$ cat src/sv/gfc_pkg.sv
// ----------------------------------------------------------------------------
// gfc_pkg
// Shared types and codes for the GIF frame compositor: the command that
// travels from the front end through the queue to the back end, and the
// canvas geometry in effect.
// ----------------------------------------------------------------------------
package gfc_pkg;

    // widest coordinate and canvas address over the legal parameter range
    localparam int COORD_W = 13;
    localparam int ADDR_W  = 24;

    // back-end operation codes
    localparam logic [2:0] K_PAL  = 3'd0;  // palette write
    localparam logic [2:0] K_PIX  = 3'd1;  // opaque pixel write
    localparam logic [2:0] K_READ = 3'd2;  // canvas read, returns a result
    localparam logic [2:0] K_FEND = 3'd3;  // frame end, returns a result
    localparam logic [2:0] K_SNAP = 3'd4;  // copy canvas to saved canvas
    localparam logic [2:0] K_REST = 3'd5;  // copy saved canvas to canvas
    localparam logic [2:0] K_CLR  = 3'd6;  // clear one canvas pixel
    localparam logic [2:0] K_INIT = 3'd7;  // post-reset zero fill

    localparam logic [15:0] DEFAULT_DELAY = 16'd10;
    localparam logic [1:0]  DISP_CLEAR    = 2'd2;
    localparam logic [1:0]  DISP_RESTORE  = 2'd3;

    typedef struct packed {
        logic [2:0]         kind;
        logic               ok;      // read in range / clear pixel on canvas
        logic [ADDR_W-1:0]  addr;
        logic [7:0]         cidx;
        logic [23:0]        rgb;
        logic [31:0]        start;
        logic [15:0]        dur;
        logic [1:0]         disp;
        logic [COORD_W-1:0] left;
        logic [COORD_W-1:0] top;
        logic [COORD_W-1:0] cw;
        logic [COORD_W-1:0] ch;
    } cmd_t;

    typedef struct packed {
        logic [COORD_W-1:0] w;
        logic [COORD_W-1:0] h;
    } geom_t;

endpackage

$ cat src/sv/gfc_queue.sv
// ----------------------------------------------------------------------------
// gfc_queue
// Short command queue between the front end and the back end.
// ----------------------------------------------------------------------------
module gfc_queue
    import gfc_pkg::*;
(
    input  logic aclk,
    input  logic aresetn,
    input  logic push,
    input  cmd_t push_cmd,
    output logic full,
    input  logic pop,
    output logic empty,
    output cmd_t head
);

    localparam int DEPTH = 4;
    localparam int PTR_W = 2;

    cmd_t             entry_reg [DEPTH];
    logic [PTR_W-1:0] wp_reg;
    logic [PTR_W-1:0] rp_reg;
    logic [PTR_W:0]   count_reg;

    assign full  = (count_reg == (PTR_W+1)'(DEPTH));
    assign empty = (count_reg == '0);
    assign head  = entry_reg[rp_reg];

    always_ff @(posedge aclk) begin
        if (push) begin
            entry_reg[wp_reg] <= push_cmd;
        end
    end

    always_ff @(posedge aclk) begin
        if (!aresetn) begin
            wp_reg    <= '0;
            rp_reg    <= '0;
            count_reg <= '0;
        end else begin
            if (push) begin
                wp_reg <= wp_reg + 1'b1;
            end
            if (pop) begin
                rp_reg <= rp_reg + 1'b1;
            end
            count_reg <= count_reg + (PTR_W+1)'(push) - (PTR_W+1)'(pop);
        end
    end

    a_no_overflow: assert property (@(posedge aclk) disable iff (!aresetn)
        !(push && full)) else $error("queue push while full");
    a_no_underflow: assert property (@(posedge aclk) disable iff (!aresetn)
        !(pop && empty)) else $error("queue pop while empty");
    a_count_step: assert property (@(posedge aclk) disable iff (!aresetn)
        (push && !pop) |=> (count_reg == $past(count_reg) + 1'b1))
        else $error("queue count did not advance on push");

endmodule

$ cat config.mk
export PLATFORM = sky130hd
export DESIGN_NAME = gfc_queue
export DESIGN_NICKNAME = d
export VERILOG_FILES = /design/src/sv/gfc_pkg.sv /design/src/sv/gfc_queue.sv
export SDC_FILE = /design/constraint.sdc
export NUM_CORES = 1
export LEC_CHECK = 0
export BUFFER_PORTS_ARGS = -buffer_cell sky130_fd_sc_hd__buf_4
export CAP_MARGIN = 20
export CORE_MARGIN = 4
export CORE_UTILIZATION = 45
export DETAILED_ROUTE_END_ITERATION = 7
export PLACE_DENSITY_LB_ADDON = 0.05
export SYNTH_ARGS = -nofsm -noshare
export SYNTH_HDL_FRONTEND = slang
export SYNTH_SLANG_ARGS = --single-unit
$ cat constraint.sdc
create_clock -name aclk -period 9.22 [get_ports aclk]
set_clock_uncertainty 0.2 [all_clocks]
set_input_delay 2.305 -clock aclk [delete_from_list [all_inputs] [get_ports aclk]]
set_output_delay 2.305 -clock aclk [all_outputs]
set_load 0.02 [all_outputs]
==> results.md <==
- Status: finished clean
- Critical path type: reg -> out
- Post-CTS Repair Setup Buffers: 0
- DRC viols: 0
- Cell area after synthesis: 23,780 um^2
- CTS clk-pin slew, worst paths: 60 ps
- Die area: 56,590 um^2
- Initial antenna violation count: 4
- Sequential share of the synthesized area: 82.58%
- Die height: 237.9 um
- Vias per cell: 5.262
- Cell Int Power: 5.359 mW
- Setup TNS: 0 ps
- Fin Hold WS: 332.0 ps
- Most frequent cells in the layout: 648 x edfxtp_1, 339 x buf_4, 162 x mux4_2
- Largest net degree at the start of global routing: 132
- Hold WC Path Type: reg -> reg
- Final Core Density: 56.23%
- CTS tree: yes
- Max-slew headroom: 32.77%
- Syn Nets: 1,062
- Most used cell, CP: buf_4
- Clock Sinks: 657
- Tmin final: 5279 ps
- Starting Density: 45.89%
- Via Count: 10,470
- Gr usage total: 16.96%
- Area Growth Syn to Fin: 22.52%
- Max-cap violations: 0
- Io pins: 330
- Syn Inst Count: 889
- Total power: 6.866 mW
- Critical Path RT: 6720 ps
- WL final: 48,130 um
- Die Width: 237.9 um
- Depth of the CTS H-tree: 3
- Ranking of synthesized cells by area: edfxtp_1 82%, mux4_2 15%, dfxtp_1 0.76%
- GR Util met3: 5.941%
- GR peak layer: met2
- Max Clk Rate: 0.1894 GHz
- CTS max path bufs: 3
- Slowest stage delay, CP: 780 ps
- CP startpoint kind: register
- Fin crit share: 57.26%
- Final-stage net count: 1,437
- Dpl cells: 1,874
- Met2 Track Usage GR: 26.71%
- Worst-Margin Slew: 1008 ps
- IO Port Bufs: 329
- CP top delay family: buffers and inverters
- Grt total ovfl: 0
- Hold Vio Cnt, Final: 0
- Nature of the critical path endpoint: output pin
- Critical path arrival: 2770 ps
- Sw Share: 21.95%
- DR iter-0 viols: 616
- Post-cts sizing count: 0
- Clock network power share: 38.1%
- Gpl congestion: 0.6983
- Yosys top cell area share: 81.82%
- DP HPWL: 28,230 um
- Largest family of logic cells by synthesized area: multiplexers
- FF+latch count, synth: 657
- Placeable Area: 51,820 um^2
- Pins Over Slew Limit: 0
- Antenna viol nets, final: 0
- Synth Area in Adders: 0.3998%
- Layout cell share with drive strength beyond 1: 45.64%
- Synth Area per Inst: 26.75 um^2
- Worst-path maximum fanout: 44
- Worst path buffer plus inverter count: 2
- Number of global-route vias before repair: 11,140
- Mux contribution to synthesized area: 15.38%
- Inserted Clock Buffers: 68
- Row cnt: 83
- Sequential power share: 50.6%
- Power Dens Cells: 235.6 nW/um^2
- Worst VDD drop: 0.1829 mV
- Psw: 1.507 mW
- Post-CTS Hold Fix Bufs: 0
- Synth area leader: edfxtp_1
- Yosys cell types: 20
- 1st-pass router iterations: 6
- Met1 Usage GRT: 23.12%
- RSZ-0062 raised after global routing: no
- WL/cell: 24.20 um
- Post-Synth XOR/XNOR Area: 0.1736%
- Global-route wire length before repair: 71,760 um
- Commonest non-fill, non-tap cell in the layout: edfxtp_1
- CP cell instances: buf_4 -> mux4_2 -> buf_4
- Flop-to-flop setup slack: 6340 ps
- Synth Warn #: 0
- Clk root buf: clkbuf_16
- Largest register FFs: 648
- Endpoints failing setup: 0
- Simple-Gate Fraction of Synth Area: 0.3157%
- Slowest cell on the critical path: buf_4
- Final non-filler cell total: 1,989
- Worst-skew pair later-pin latency: 570 ps
- Comb pwr share: 11.3%
- Area fraction in compound gates after synthesis: 0.06313%
- Pleak: 9.748 nW
- Fill cells: 3,896
power by group through the flow:
stage	clock (mW)	combinational, mW	sequential (mW)
floorplan	0	0.451	3.54
global placement	0	0.792	3.53
detailed placement	0	0.797	3.54
CTS	2.70	0.799	3.48
global route	2.83	0.830	3.48
finish	2.62	0.775	3.47
routing by layer:
layer  vias up  wire, um
li1       4596         -
met1      5509     19610
met2       288     23750
met3        68      3850
met4         6       854
met5         -        54
worst register-to-register path: stages (launching register included):
cell	delay, ps
dfxtp_1	350
inv_1	100
ha_1	150
and2_4	760
buf_4	860
through the flow:
| stage | setup slack [ps] | instance area [um^2] |
|---|---|---|
| after floorplan | 2484 | 23780 |
| after global placement | 4412 | 27000 |
| after detailed placement | 4400 | 27000 |
| after CTS | 3786 | 29140 |
| after global routing | 3670 | 29140 |
| final | 3941 | 29140 |
kinds of logic (layout without fill, tap and decap cells):
logic type,count (synthesis),after routing
AO/OA/AOI/OAI,2,2
XOR/XNOR,3,3
adder cells (fa/ha/maj),7,7
buffers and inverters,43,462
flip-flops,657,657
multiplexers,163,163
other,0,1
AND/OR/NAND/NOR,14,14
cell type report:
type / count / area, um^2 / area share (%)
sequential: 657 / 19650 / 67.42
multi-input combinational: 189 / 3895 / 13.37
timing repair buffer: 341 / 2585 / 8.871
clock buffer: 88 / 1883 / 6.462
tap: 680 / 850.8 / 2.920
clock inverter: 26 / 250.2 / 0.8588
inverter: 7 / 26.28 / 0.09017
antenna: 1 / 2.502 / 0.008588
cell usage after synthesis, drive strengths merged:
cell type and n:
edfxtp 648, dfxtp 9, and3 1, mux2i 1, inv 7, buf 30, and2 6, xor3 1
clkbuf 6, nand3b 1, mux4 162, nor3 1, fa 1, nor2 5, ha 6, a21oi 1
xnor2 2, a21bo 1
final timing paths:
path                            startpoint           endpoint  cells past startpoint
worst min register to register   rp_reg[1]           register                      2
worst max-delay path              register           head[46]                      3
worst max register to register   wp_reg[0]  entry_reg[0][122]                      4
worst min-delay path             rp_reg[1]           register                      2
Power figures use the tool's default switching activity.
